File: config.mk
export PLATFORM = sky130hd
export DESIGN_NAME = modulated_triangle_oscillator_top
export DESIGN_NICKNAME = d
export VERILOG_FILES = /design/src/rtl/mto_pkg.sv /design/src/rtl/mto_ctrl.sv /design/src/rtl/mto_datapath.sv /design/src/rtl/modulated_triangle_oscillator_top.sv
export SDC_FILE = /design/constraint.sdc
export NUM_CORES = 2
export LEC_CHECK = 0
export ABC_CLOCK_PERIOD_IN_PS = 14190
export BUFFER_PORTS_ARGS = -buffer_cell sky130_fd_sc_hd__buf_4
export CAP_MARGIN = 20
export CORE_MARGIN = 5
export CORE_UTILIZATION = 60
export CTS_CLUSTER_SIZE = 14
export DETAILED_ROUTE_END_ITERATION = 10
export HOLD_SLACK_MARGIN = 0.02
export PLACE_DENSITY = 0.8
export SYNTH_ARGS = -nofsm -noshare
export SYNTH_HDL_FRONTEND = slang
export SYNTH_SLANG_ARGS = --single-unit
File: constraint.sdc
create_clock -name clock -period 14.19 [get_ports clock]
set_input_delay 0 -clock clock [delete_from_list [all_inputs] [get_ports clock]]
set_output_delay 0 -clock clock [all_outputs]
set_load 0.1 [all_outputs]
File: src/rtl/mto_pkg.sv
// Shared types, constants and step codes for the modulated triangle oscillator.
package mto_pkg;

   // Default sine table length (entries over one turn)
   localparam int SINE_TABLE_DEPTH_DEF = 256;

   // Secondary LFO frequency, Q0.16 Hz
   localparam logic [15:0] SUB_LFO_FREQ = 16'd66;
   // LFO depth applied to the rotation rate, Q4.8 rad/s
   localparam logic [11:0] ROT_MOD_DEPTH = 12'd0;
   // 65536 / (2*pi) in Q14.16
   localparam logic [29:0] RAD_TO_BAM = 30'd683565276;

   // Shared multiplier shape
   localparam int MUL_W = 33;
   localparam int PROD_W = 2 * MUL_W;

   // Rate limits in Q8.16
   localparam logic signed [23:0] N_RATE_MAX = 24'sd1310720;
   localparam logic signed [23:0] ROT_RATE_MAX = 24'sd393216;
   localparam logic signed [23:0] ROT_RATE_MIN = -24'sd393216;

   // Register indexes
   localparam logic [2:0] CSR_CONTROL_MODE = 3'd0;
   localparam logic [2:0] CSR_N_MIN = 3'd1;
   localparam logic [2:0] CSR_N_MAX = 3'd2;
   localparam logic [2:0] CSR_N_SPEED = 3'd3;
   localparam logic [2:0] CSR_N_MOD_DEPTH = 3'd4;
   localparam logic [2:0] CSR_ROT_SPEED = 3'd5;
   localparam logic [2:0] CSR_LFO_FREQ = 3'd6;
   localparam logic [2:0] CSR_SUB_LFO_AMP = 3'd7;

   // Secondary modulation targets (control_mode bits 2:1)
   localparam logic [1:0] SEC_FREQ = 2'd0;
   localparam logic [1:0] SEC_AMP = 2'd1;

   // Datapath step codes
   typedef enum logic [4:0] {
      OP_NONE,
      OP_CAPTURE,
      OP_M_PH2,
      OP_W_PH,
      OP_M_IDX,
      OP_W_ROM,
      OP_M_SUB,
      OP_W_SUB,
      OP_M_PH1,
      OP_M_NAMP,
      OP_W_NRATE,
      OP_M_STEP,
      OP_W_N,
      OP_M_RAMP,
      OP_W_RRATE,
      OP_W_RAD,
      OP_M_RINC,
      OP_W_ANG,
      OP_OUT
   } op_type;

   typedef struct packed {
      op_type op;
   } dp_cmd_type;

endpackage

File: src/rtl/mto_ctrl.sv
// Step sequencer for the modulated triangle oscillator.
module mto_ctrl
   import mto_pkg::*;
(
   input  logic       clock,
   input  logic       reset,
   input  logic       req_valid,
   input  logic       req_hold,
   output logic       req_stall,
   output logic       rsp_valid,
   input  logic       rsp_stall,
   output dp_cmd_type cmd
);

   typedef enum logic [4:0] {
      S_IDLE, S_M_PH2, S_W_PH2, S_M_IDX2, S_W_ROM2, S_M_SUB, S_W_SUB,
      S_M_PH1, S_W_PH1, S_M_IDX1, S_W_ROM1, S_M_NAMP, S_W_NRATE,
      S_M_NSTEP, S_W_N, S_M_RAMP, S_W_RRATE, S_M_RSTEP, S_W_RAD,
      S_M_RINC, S_W_ANG, S_OUT
   } state_type;

   state_type state_ff;
   logic      rsp_valid_ff;
   logic      out_free;

   // result slot is free when empty or being taken now
   assign out_free  = !rsp_valid_ff || !rsp_stall;
   assign req_stall = (state_ff != S_IDLE);
   assign rsp_valid = rsp_valid_ff;

   // step code for the datapath
   always_comb begin
      unique case (state_ff)
         S_IDLE:     cmd.op = req_valid ? OP_CAPTURE : OP_NONE;
         S_M_PH2:    cmd.op = OP_M_PH2;
         S_W_PH2:    cmd.op = OP_W_PH;
         S_M_IDX2:   cmd.op = OP_M_IDX;
         S_W_ROM2:   cmd.op = OP_W_ROM;
         S_M_SUB:    cmd.op = OP_M_SUB;
         S_W_SUB:    cmd.op = OP_W_SUB;
         S_M_PH1:    cmd.op = OP_M_PH1;
         S_W_PH1:    cmd.op = OP_W_PH;
         S_M_IDX1:   cmd.op = OP_M_IDX;
         S_W_ROM1:   cmd.op = OP_W_ROM;
         S_M_NAMP:   cmd.op = OP_M_NAMP;
         S_W_NRATE:  cmd.op = OP_W_NRATE;
         S_M_NSTEP:  cmd.op = OP_M_STEP;
         S_W_N:      cmd.op = OP_W_N;
         S_M_RAMP:   cmd.op = OP_M_RAMP;
         S_W_RRATE:  cmd.op = OP_W_RRATE;
         S_M_RSTEP:  cmd.op = OP_M_STEP;
         S_W_RAD:    cmd.op = OP_W_RAD;
         S_M_RINC:   cmd.op = OP_M_RINC;
         S_W_ANG:    cmd.op = OP_W_ANG;
         S_OUT:      cmd.op = out_free ? OP_OUT : OP_NONE;
         default:    cmd.op = OP_NONE;
      endcase
   end

   // state and result valid
   always_ff @(posedge clock) begin
      if (reset) begin
         state_ff     <= S_IDLE;
         rsp_valid_ff <= 1'b0;
      end else begin
         // a new result replaces the one being taken
         if (state_ff == S_OUT && out_free) begin
            rsp_valid_ff <= 1'b1;
         end else if (rsp_valid_ff && !rsp_stall) begin
            rsp_valid_ff <= 1'b0;
         end
         unique case (state_ff)
            S_IDLE: begin
               if (req_valid) begin
                  state_ff <= req_hold ? S_OUT : S_M_PH2;
               end
            end
            S_M_PH2:   state_ff <= S_W_PH2;
            S_W_PH2:   state_ff <= S_M_IDX2;
            S_M_IDX2:  state_ff <= S_W_ROM2;
            S_W_ROM2:  state_ff <= S_M_SUB;
            S_M_SUB:   state_ff <= S_W_SUB;
            S_W_SUB:   state_ff <= S_M_PH1;
            S_M_PH1:   state_ff <= S_W_PH1;
            S_W_PH1:   state_ff <= S_M_IDX1;
            S_M_IDX1:  state_ff <= S_W_ROM1;
            S_W_ROM1:  state_ff <= S_M_NAMP;
            S_M_NAMP:  state_ff <= S_W_NRATE;
            S_W_NRATE: state_ff <= S_M_NSTEP;
            S_M_NSTEP: state_ff <= S_W_N;
            S_W_N:     state_ff <= S_M_RAMP;
            S_M_RAMP:  state_ff <= S_W_RRATE;
            S_W_RRATE: state_ff <= S_M_RSTEP;
            S_M_RSTEP: state_ff <= S_W_RAD;
            S_W_RAD:   state_ff <= S_M_RINC;
            S_M_RINC:  state_ff <= S_W_ANG;
            S_W_ANG:   state_ff <= S_OUT;
            S_OUT: begin
               if (out_free) begin
                  state_ff <= S_IDLE;
               end
            end
            default:   state_ff <= S_IDLE;
         endcase
      end
   end

   // one word in flight: an accept is followed by a busy cycle
   a_busy_after_accept: assert property (@(posedge clock) disable iff (reset)
      (req_valid && !req_stall) |=> req_stall)
      else $error("word accepted while a word is in progress");

   // a result appears only from the output step
   a_rsp_from_out: assert property (@(posedge clock) disable iff (reset)
      $rose(rsp_valid_ff) |-> $past(state_ff == S_OUT))
      else $error("result valid raised outside the output step");

endmodule

File: src/rtl/mto_datapath.sv
// Registers, shared multiplier and sine table of the modulated triangle oscillator.
module mto_datapath
   import mto_pkg::*;
#(
   parameter int SINE_TABLE_DEPTH = SINE_TABLE_DEPTH_DEF
) (
   input  logic              clock,
   input  logic              reset,
   input  dp_cmd_type        cmd,
   input  logic [15:0]       req_dt,
   input  logic              csr_write_en,
   input  logic [2:0]        csr_index,
   input  logic [14:0]       csr_wdata,
   output logic [14:0]       rsp_n_value,
   output logic [15:0]       rsp_rotation_angle,
   output logic              rsp_rising
);

   localparam int IDX_W = $clog2(SINE_TABLE_DEPTH);

   // configuration
   logic [2:0]         mode_ff;
   logic [14:0]        n_min_ff, n_max_ff;
   logic [12:0]        n_speed_ff, n_depth_ff, sub_amp_ff;
   logic signed [11:0] rot_speed_ff;
   logic [11:0]        lfo_freq_ff;

   // oscillator state
   logic [14:0] n_ff;
   logic        up_ff;
   logic [15:0] angle_ff;
   logic [31:0] time_ff;

   // work registers
   logic [15:0]               dt_ff, ph_ff;
   logic signed [15:0]        rom_q_ff;
   logic signed [17:0]        sub_ff;
   logic signed [21:0]        rate_ff;
   logic signed [27:0]        rad_ff;
   logic signed [PROD_W-1:0]  prod_ff;
   logic [14:0]               out_n_ff;
   logic [15:0]               out_angle_ff;
   logic                      out_rising_ff;

   // sine table, Q1.14, worked out at elaboration
   logic signed [15:0] rom_tbl [SINE_TABLE_DEPTH];
   for (genvar k = 0; k < SINE_TABLE_DEPTH; k++) begin : g_rom
      localparam longint A = (longint'(k) * 65536) / SINE_TABLE_DEPTH;
      localparam longint U = A % 32768;
      localparam longint P = U * (32768 - U);
      localparam longint DEN = 5 * 1073741824 - 4 * P;
      localparam longint S = (P * 262144) / DEN;
      assign rom_tbl[k] = 16'((A >= 32768) ? -S : S);
   end

   // modulation terms
   logic [1:0]         sec_sel;
   logic signed [21:0] freq_q;
   logic signed [23:0] amp_term, amp_n, amp_r, base_n, base_r, mod_sum_n, mod_sum_r;
   logic signed [23:0] mod_term;
   logic signed [MUL_W-1:0]  mul_a, mul_b;
   logic signed [PROD_W-1:0] prod_in, round_n, round_a;
   logic [13:0]        n_step;
   logic signed [16:0] n_up, n_dn, n_max_s, n_min_s;
   logic signed [21:0] n_rate_in, r_rate_in;

   assign sec_sel  = mode_ff[2:1];
   assign freq_q   = signed'({2'b00, lfo_freq_ff, 8'h00})
                     + ((sec_sel == SEC_FREQ) ? {{4{sub_ff[17]}}, sub_ff} : 22'sd0);
   assign amp_term = (sec_sel == SEC_AMP) ? {{6{sub_ff[17]}}, sub_ff} : 24'sd0;
   assign amp_n    = signed'({3'b000, n_depth_ff, 8'h00}) + amp_term;
   assign amp_r    = signed'({4'h0, ROT_MOD_DEPTH, 8'h00}) + amp_term;
   assign base_n   = signed'({3'b000, n_speed_ff, 8'h00});
   assign base_r   = {{4{rot_speed_ff[11]}}, rot_speed_ff, 8'h00};
   assign mod_term = prod_ff[37:14];
   assign mod_sum_n = base_n + mod_term;
   assign mod_sum_r = base_r + mod_term;

   // clamp of the two rates
   always_comb begin
      priority if (mod_sum_n < 24'sd0) n_rate_in = 22'sd0;
      else if (mod_sum_n > N_RATE_MAX) n_rate_in = 22'(N_RATE_MAX);
      else n_rate_in = 22'(mod_sum_n);
      priority if (mod_sum_r < ROT_RATE_MIN) r_rate_in = 22'(ROT_RATE_MIN);
      else if (mod_sum_r > ROT_RATE_MAX) r_rate_in = 22'(ROT_RATE_MAX);
      else r_rate_in = 22'(mod_sum_r);
   end

   // shared multiplier operand select
   always_comb begin
      mul_a = '0;
      mul_b = '0;
      unique case (cmd.op)
         OP_M_PH2: begin
            mul_a = signed'({1'b0, time_ff});
            mul_b = signed'(MUL_W'(SUB_LFO_FREQ));
         end
         OP_M_IDX: begin
            mul_a = signed'(MUL_W'(ph_ff));
            mul_b = MUL_W'(SINE_TABLE_DEPTH);
         end
         OP_M_SUB: begin
            mul_a = signed'(MUL_W'(sub_amp_ff));
            mul_b = MUL_W'(rom_q_ff);
         end
         OP_M_PH1: begin
            mul_a = signed'({1'b0, time_ff});
            mul_b = MUL_W'(freq_q);
         end
         OP_M_NAMP: begin
            mul_a = MUL_W'(amp_n);
            mul_b = MUL_W'(rom_q_ff);
         end
         OP_M_STEP: begin
            mul_a = MUL_W'(rate_ff);
            mul_b = signed'(MUL_W'(dt_ff));
         end
         OP_M_RAMP: begin
            mul_a = MUL_W'(amp_r);
            mul_b = MUL_W'(rom_q_ff);
         end
         OP_M_RINC: begin
            mul_a = MUL_W'(rad_ff);
            mul_b = signed'(MUL_W'(RAD_TO_BAM));
         end
         default: begin
            mul_a = '0;
            mul_b = '0;
         end
      endcase
   end

   assign prod_in = mul_a * mul_b;
   assign round_n = prod_ff + PROD_W'(64'h80_0000);
   assign round_a = prod_ff + PROD_W'(64'h80_0000_0000);
   assign n_step  = round_n[37:24];

   // sweep candidates
   assign n_up    = signed'({2'b00, n_ff}) + signed'({3'b000, n_step});
   assign n_dn    = signed'({2'b00, n_ff}) - signed'({3'b000, n_step});
   assign n_max_s = signed'({2'b00, n_max_ff});
   assign n_min_s = signed'({2'b00, n_min_ff});

   // configuration writes
   always_ff @(posedge clock) begin
      if (reset) begin
         mode_ff      <= 3'd1;
         n_min_ff     <= 15'd256;
         n_max_ff     <= 15'd2048;
         n_speed_ff   <= 13'd256;
         n_depth_ff   <= 13'd0;
         rot_speed_ff <= 12'sd0;
         lfo_freq_ff  <= 12'd256;
         sub_amp_ff   <= 13'd0;
      end else if (csr_write_en) begin
         unique case (csr_index)
            CSR_CONTROL_MODE: mode_ff      <= csr_wdata[2:0];
            CSR_N_MIN:        n_min_ff     <= csr_wdata;
            CSR_N_MAX:        n_max_ff     <= csr_wdata;
            CSR_N_SPEED:      n_speed_ff   <= csr_wdata[12:0];
            CSR_N_MOD_DEPTH:  n_depth_ff   <= csr_wdata[12:0];
            CSR_ROT_SPEED:    rot_speed_ff <= signed'(csr_wdata[11:0]);
            CSR_LFO_FREQ:     lfo_freq_ff  <= csr_wdata[11:0];
            CSR_SUB_LFO_AMP:  sub_amp_ff   <= csr_wdata[12:0];
            default:          mode_ff      <= mode_ff;
         endcase
      end
   end

   // oscillator state
   always_ff @(posedge clock) begin
      if (reset) begin
         n_ff     <= 15'd256;
         up_ff    <= 1'b1;
         angle_ff <= 16'd0;
         time_ff  <= 32'd0;
      end else begin
         if (cmd.op == OP_W_N && mode_ff[0]) begin
            if (up_ff) begin
               if (n_up >= n_max_s) begin
                  n_ff  <= n_max_ff;
                  up_ff <= 1'b0;
               end else begin
                  n_ff <= n_up[14:0];
               end
            end else begin
               if (n_dn <= n_min_s) begin
                  n_ff  <= n_min_ff;
                  up_ff <= 1'b1;
               end else begin
                  n_ff <= n_dn[14:0];
               end
            end
         end
         if (cmd.op == OP_W_ANG) begin
            angle_ff <= angle_ff + round_a[55:40];
            time_ff  <= time_ff + {16'h0000, dt_ff};
         end
      end
   end

   // work registers and result word
   always_ff @(posedge clock) begin
      prod_ff <= prod_in;
      if (reset) begin
         out_n_ff      <= 15'd0;
         out_angle_ff  <= 16'd0;
         out_rising_ff <= 1'b0;
      end else begin
         unique case (cmd.op)
            OP_CAPTURE: dt_ff    <= req_dt;
            OP_W_PH:    ph_ff    <= prod_ff[31:16];
            OP_W_ROM:   rom_q_ff <= rom_tbl[prod_ff[16 +: IDX_W]];
            OP_W_SUB:   sub_ff   <= prod_ff[27:10];
            OP_W_NRATE: rate_ff  <= n_rate_in;
            OP_W_RRATE: rate_ff  <= r_rate_in;
            OP_W_RAD:   rad_ff   <= prod_ff[35:8];
            OP_OUT: begin
               out_n_ff      <= n_ff;
               out_angle_ff  <= angle_ff;
               out_rising_ff <= up_ff;
            end
            default: dt_ff <= dt_ff;
         endcase
      end
   end

   assign rsp_n_value        = out_n_ff;
   assign rsp_rotation_angle = out_angle_ff;
   assign rsp_rising         = out_rising_ff;

   // angle and LFO time move only in the angle write-back step
   a_time_step: assert property (@(posedge clock) disable iff (reset)
      (!$past(reset) && $past(cmd.op) != OP_W_ANG) |-> ($stable(angle_ff) && $stable(time_ff)))
      else $error("angle or LFO time changed outside the final step");

   // the result word changes only at the output step
   a_out_hold: assert property (@(posedge clock) disable iff (reset)
      ($past(cmd.op) != OP_OUT) |-> ($stable(out_n_ff) && $stable(out_angle_ff)))
      else $error("result word changed outside the output step");

endmodule

File: src/rtl/modulated_triangle_oscillator_top.sv
// Top level of the modulated triangle oscillator.
// Each accepted word advances the oscillator by dt and returns one result word with the
// updated n value, rotation angle and sweep direction; a word with hold set skips the
// update and returns the current state. Without hold, one shared 33x33 multiplier and
// the registered sine table are stepped through twenty multiply and write-back steps by
// the sequencer. A new word is taken once the previous one has moved into the result
// register, which may still wait for the receiver. Configuration writes take effect at
// once; they are to be made only while the block is idle, which it does not enforce.
module modulated_triangle_oscillator_top
   import mto_pkg::*;
#(
   parameter int SINE_TABLE_DEPTH = SINE_TABLE_DEPTH_DEF
) (
   input  logic        clock,
   input  logic        reset,
   input  logic        req_valid,
   output logic        req_stall,
   input  logic [15:0] req_dt,
   input  logic        req_hold,
   output logic        rsp_valid,
   input  logic        rsp_stall,
   output logic [14:0] rsp_n_value,
   output logic [15:0] rsp_rotation_angle,
   output logic        rsp_rising,
   input  logic        csr_write_en,
   input  logic [2:0]  csr_index,
   input  logic [14:0] csr_wdata
);

   dp_cmd_type cmd;

   // sequencer
   mto_ctrl u_ctrl (
      .clock     (clock),
      .reset     (reset),
      .req_valid (req_valid),
      .req_hold  (req_hold),
      .req_stall (req_stall),
      .rsp_valid (rsp_valid),
      .rsp_stall (rsp_stall),
      .cmd       (cmd)
   );

   // datapath
   mto_datapath #(
      .SINE_TABLE_DEPTH (SINE_TABLE_DEPTH)
   ) u_datapath (
      .clock              (clock),
      .reset              (reset),
      .cmd                (cmd),
      .req_dt             (req_dt),
      .csr_write_en       (csr_write_en),
      .csr_index          (csr_index),
      .csr_wdata          (csr_wdata),
      .rsp_n_value        (rsp_n_value),
      .rsp_rotation_angle (rsp_rotation_angle),
      .rsp_rising         (rsp_rising)
   );

endmodule
# After elaboration in Yosys (flattened, before gate mapping)
# Memory sizes are Yosys's and may differ from the RTL's. A register that Yosys moved wholly into a read port is not among the register bits.
# Cells that the tools add are included.
# classes
reduce_logical	33
n_lt_le_gt_ge	6
mux	24
eq_ne	49
mul	1
bitwise_logic	2
add_sub_neg	10
# ops
cell	count
one-hot mux 33 bit (7 select lines)	1
one-hot mux 33 bit (6 select lines)	1
two-way mux 22 bit	5
one-hot mux 5 bit (22 select lines)	1
one-hot mux 5 bit (18 select lines)	1
== test 5 x 4 -> 1 bit (second input constant)	16
adder 56 x 40 -> 56 bit (second input constant)	1
multiplier 33 x 33 -> 56 bit	1
adder 22 x 24 -> 24 bit	2
== test 5 bit (second input constant)	9
two-way mux 15 bit	3
one-hot mux 22 bit (2 select lines)	1
== test 5 x 3 -> 1 bit (second input constant)	8
adder 38 x 24 -> 38 bit (second input constant)	1
adder 32 x 16 -> 32 bit	1
AND reduction 2 bit	15
adder 20 x 24 -> 24 bit	1
> comparator 24 x 20 -> 1 bit (second input constant)	1
> comparator 24 x 22 -> 1 bit (second input constant)	1
< comparator 24 x 1 -> 1 bit (second input constant)	1
< comparator 24 x 20 -> 1 bit (second input constant)	1
two-way mux 24 bit	1
adder 20 x 22 -> 22 bit	1
== test 5 x 2 -> 1 bit (second input constant)	4
26 further kinds	47
# word_totals
mem_count	1
rom_bits	4096
wordCells	149
in_bits	40
ff_bits	354
out_inout_bits	34
# mem_list
memory	depth	word_bits	read_ports	rd_ports_with_merged_regs	wr	line_no	text
(no name shown)	256	16	1	1	0	mto_datapath.sv:213	OP_W_ROM: rom_q_ff <= rom_tbl[prod_ff[16 +: IDX_W]];

# Longest topological paths before layout
# depth
depth_word	8
ltp_mapped	45
ltp_nobuf	42

# Hierarchy
# A second synthesis with hierarchy kept.
# unflattened
cells_unflattened	6557
area_unflattened_um2	56653.1
# by_module_without_submodules
module	seq_area_each_um2	cells_per_inst	instances	area_per_inst_um2
mto_datapath	8267.9	6483	1	56095.0
mto_ctrl	120.1	74	1	558.0

# Worst setup path after synthesis
# Ideal clock, no wire load.
# synth_timing
path_kind	register to register
from	register u_datapath.mode_ff[1]
to	register u_datapath.prod_ff[55]
required_time_ns	14.060
arrival_time_ns	10.277
stages_incl_launch_ff	42
setup_time_ns	0.130
n_path_buf	3
period_less_slack_ns	10.406
path_slack_ns	3.784
path_cell_list	dfxtp_1 > nor2b_1 > and2_1 > ha_1 > a21o_1 > a21oi_1 > o21ai_0 > a41o_1 > or4_1 > a31oi_1 > o21bai_1 > o21bai_1 > a21oi_1 > clkbuf_1 > nand2_1 > buf_2 > nand2_1 > fa_1 > [6 not listed] > fa_1 > fa_1 > fa_1 > inv_1 > fa_1 > inv_1 > ha_1 > clkbuf_1 > nand3_1 > inv_1 > nand3_1 > or4_1 > nor2_1 > a2111oi_4 > nor2_2 > a211oi_2 > o31ai_1 > xnor3_1
# synth_between
elab_chain_cells	5
elab_cells_between_ends	9
classes_between	add/sub (2); mul (1); eq/ne (1); mux (4); reduce/logical (1)
# synth_lines
element	line_no	text
start: declaration	mto_datapath.sv:22	logic [2:0] mode_ff;
start signal: assignment	mto_datapath.sv:157	CSR_CONTROL_MODE: mode_ff <= csr_wdata[2:0];
start signal: assignment	mto_datapath.sv:165	default: mode_ff <= mode_ff;
== test 2 x 1 -> 1 bit or logical NOT 2 bit (tied branches)	mto_datapath.sv:70, mto_datapath.sv:69	
two-way mux 24 bit or two-way mux 22 bit (tied branches)	mto_datapath.sv:70, mto_datapath.sv:69	
adder 22 x 24 -> 24 bit or adder 20 x 22 -> 22 bit (tied branches)	mto_datapath.sv:71, mto_datapath.sv:69	
one-hot mux 33 bit (7 select lines) or one-hot mux 33 bit (6 select lines) (tied branches)	mto_datapath.sv:93	unique case (cmd.op)
multiplier 33 x 33 -> 56 bit (*)	mto_datapath.sv:133	assign prod_in = mul_a * mul_b;
named net u_datapath.prod_in[55]	mto_datapath.sv:62	logic signed [PROD_W-1:0] prod_in, round_n, round_a;
end signal: assignment	mto_datapath.sv:204	prod_ff <= prod_in;
end: declaration	mto_datapath.sv:40	logic signed [PROD_W-1:0] prod_ff;
# Mark *: on every way through the listed nets, which the timed path passes. The rest lies on a longest branch.
# A chain may end at the register's enable or synchronous reset.

# Worst setup path after layout
# Ends and elaborated chain as after synthesis.

==> metrics.txt <==
run status finished clean; WP data arrival about 13000 ps; Startpoint Class register; DRT iter0 DRCs 5284; sequential area share after synthesis between 10% and 20%; CP dominant cell by count fa_1; hold slack 57.5 ps; drt pass-1 iters 8; number of synthesized flops with an enable pin ~120; TritonCTS clock tree done; final setup fails 0; worst-skew pair later-pin latency around 600 ps; Hold Vio Cnt, Final 0; most frequent cells in the layout inv_1, nand2_1, fa_1; Gate power share between 60% and 70%; FF-to-FF path depth 34; vias per std cell roughly 6.2; Clock Sinks around 360; Setup crit end kind register; first-pass GRT wire length 294000 um; fraction of registers with async set/reset 0%; Port-buffer cells 73; Initial Utilization about three fifths; Synth Area per Inst around 8.6 um^2; Routed Antenna Nets 0; Max Buffers Root-to-Sink 3; CTS Hold Bufs 38; Synth Flop Type dfxtp_1; Seq pwr share 21.9%; Pins Over Slew Limit 0; Net Sw Power 3.15 mW; average wire per cell in the routed design between 20 and 25 um; Die Y roughly 320 um; GR Overflow Total 0; power per cell area between 100 and 150 nW/um^2; Post-Synthesis Cells 6597; Slew HR 19.4%; initial antenna violation count 8; critical path fanouts, max 20; WP buf/inv 3; Final period util between 80% and 90%; post-CTS sizing 0; actual slew at the worst max-slew pin approximately 1200 ps; vias between 40000 and 50000; final setup TNS 0 ps; area grow syn2layout 6.76%; RSZ-0062 raised after global routing no; P_leak around 28 nW; Routability Congestion just over 1; proportion of layout cells with a drive suffix above 1 5.30%; final worst-path setup slack around 2000 ps; Root Driver clkbuf_16; worst hold path type in -> reg; postcts setup bufs 0; DP Wirelength ~150000 um; slowest stage delay, CP roughly 720 ps; DIE AREA 101000 um^2; nets 7921; commonest non-fill, non-tap cell in the layout inv_1; CP delay by family, top adder cells; WHS Path Cells 7; fillcell total slightly below 8000; peak supply drop about 0.0002 V; Crit-path slowest cell nand2b_1; H-tree levels 2; pre-CTS WS 2260 ps; syn nets around 8000; GRT Overall Usage about two fifths; cell count along the critical path 34; vias in the first global route between 40000 and 50000; I/O pin count 74; Clk pin slew, worst setup/hold paths about 60 ps; flops & latches, synth 361; Max-Cap Viols 0; fin crit period 12140 ps; Critical Path RT 14640 ps; Chip Width 317 um; row cnt 112; cts bufs inserted 41; Core Region between 90000 and 100000 um^2; post-synth cell types 96; Max Clock Freq 82.3 MHz; Yosys warnings 0; Internal Power about 3.1 mW; clock share of power 17.9%; crit path kind reg -> reg; synthesized area about 57000 um^2; Switching Share between 50 and 60%; clock skew around 27 ps; WL final between 150000 and 200000 um; Residual DRC 0; largest net degree at the start of global routing roughly 100
==> kinds of logic after synthesis <==
group                    synth area share [%]
AND/OR/NAND/NOR                          15.2
buffers and inverters                    9.89
adder cells (fa/ha/maj)                  43.0
AO/OA/AOI/OAI                            12.9
flip-flops                               14.8
XOR/XNOR                                 3.21
multiplexers                             1.01
==> sequential cells by signal (all words and copies together), names as in the netlist, 3 cells and up <==
name	flops
u_datapath.sub_ff	18
u_datapath.rot_speed_ff	12
u_datapath.rsp_rotation_angle	16
u_datapath.angle_ff	16
u_datapath.time_ff	32
u_datapath.rsp_n_value	15
u_datapath.sub_amp_ff	13
u_ctrl.state_ff	5
u_datapath.n_speed_ff	13
u_datapath.lfo_freq_ff	12
u_datapath.mode_ff	3
u_datapath.rom_q_ff	16
u_datapath.n_min_ff	15
u_datapath.dt_ff	16
u_datapath.rate_ff	22
u_datapath.ph_ff	16
u_datapath.rad_ff	28
u_datapath.n_depth_ff	13
u_datapath.n_ff	15
u_datapath.n_max_ff	15
u_datapath.prod_ff	47
==> power groups by stage <==
stage / logic (mW) / registers [mW] / clock network [mW]
4_1_cts: 3.63 / 1.36 / 1.13
3_3_place_gp: 3.57 / 1.38 / 0
2_1_floorplan: 2.43 / 1.28 / 0
5_1_grt: 4.01 / 1.37 / 1.17
6_report: 3.77 / 1.37 / 1.12
3_5_place_dp: 3.59 / 1.38 / 0
==> worst min-delay path, cell delays in order <==
cell and delay (ps):
buf_4 90, a21oi_1 60, o2bb2ai_1 130, nand2_1 50, a21oi_1 140, a211oi_1 50, nor2_1 70
==> per-stage QoR <==
stage	cells	total power [mW]	utilization (%)	area (um^2)
5_1_grt	7816	6.55	64.6	60400
6_report	7817	6.26	64.7	60400
3_5_place_dp	7697	4.96	62.6	58500
4_1_cts	7810	6.11	64.5	60300
2_1_floorplan	6597	3.71	-	56600
3_3_place_gp	7696	4.95	62.6	58500
==> layout make-up <==
type                    instances  area (um^2)  share of cell area, %
clock inverters                16          173                  0.286
multi-input cells            4754        42800                   70.9
inverters                    1140         4280                   7.08
repair buffers                232         1940                   3.22
clock buffers                  59         1250                   2.07
well taps                    1254         1570                   2.60
flip-flops and latches        361         8400                   13.9
diodes                          1         2.50                0.00414
==> worst paths after layout <==
| path | startpoint | endpoint | slack [ps] |
|---|---|---|---|
| worst max-delay path | u_datapath.mode_ff[1] | u_datapath.prod_ff[55] | 2050 |
| worst min-delay path | req_hold | u_ctrl.state_ff[2] | 60 |
| worst max register to register | u_datapath.mode_ff[1] | u_datapath.prod_ff[55] | 2050 |
| worst min register to register | u_datapath.prod_ff[9] | u_datapath.rad_ff[1] | 420 |
==> per-layer routing <==
layer | share of wire (%) | wire [um] | vias to the layer above | track usage, %
li1 | - | - | 20900 | -
met1 | 36 | 69900 | 23900 | 49.0
met2 | 44 | 84000 | 3107 | 58.7
met3 | 13 | 24700 | 771 | 11.7
met4 | 7.2 | 13900 | 8 | 21.3
met5 | 0.031 | 59 | - | 0
==> synth_stat cells, types with 18 or more instances <==
library cell,number,area share (%)
inv_1,1138,7.5
nand2_1,1092,7.2
fa_1,991,35
nor2_1,457,3.0
a21oi_1,434,3.8
ha_1,360,8.0
clkbuf_1,287,1.9
dfxtp_1,245,8.7
o21ai_0,181,1.6
xnor2_1,133,2.1
edfxtp_1,116,6.2
nand3_1,94,0.83
a21o_1,75,0.99
xor2_1,72,1.1
and2_1,71,0.78
nor3_1,66,0.58
a211oi_1,49,0.65
nor2b_1,43,0.48
a31oi_1,36,0.40
nand2b_1,32,0.35
a221oi_1,31,0.48
nand4_1,30,0.33
o211ai_1,30,0.40
buf_1,29,0.19
o21bai_1,29,0.38
a221o_1,28,0.50
a22oi_1,28,0.37
and3_1,28,0.31
o21a_1,25,0.33
or3_1,25,0.28
buf_2,24,0.21
o22ai_1,24,0.27
mux2i_1,19,0.34
a311oi_1,18,0.28
mux2_2,18,0.36
No activity file was read; power rests on OpenSTA's default activity.
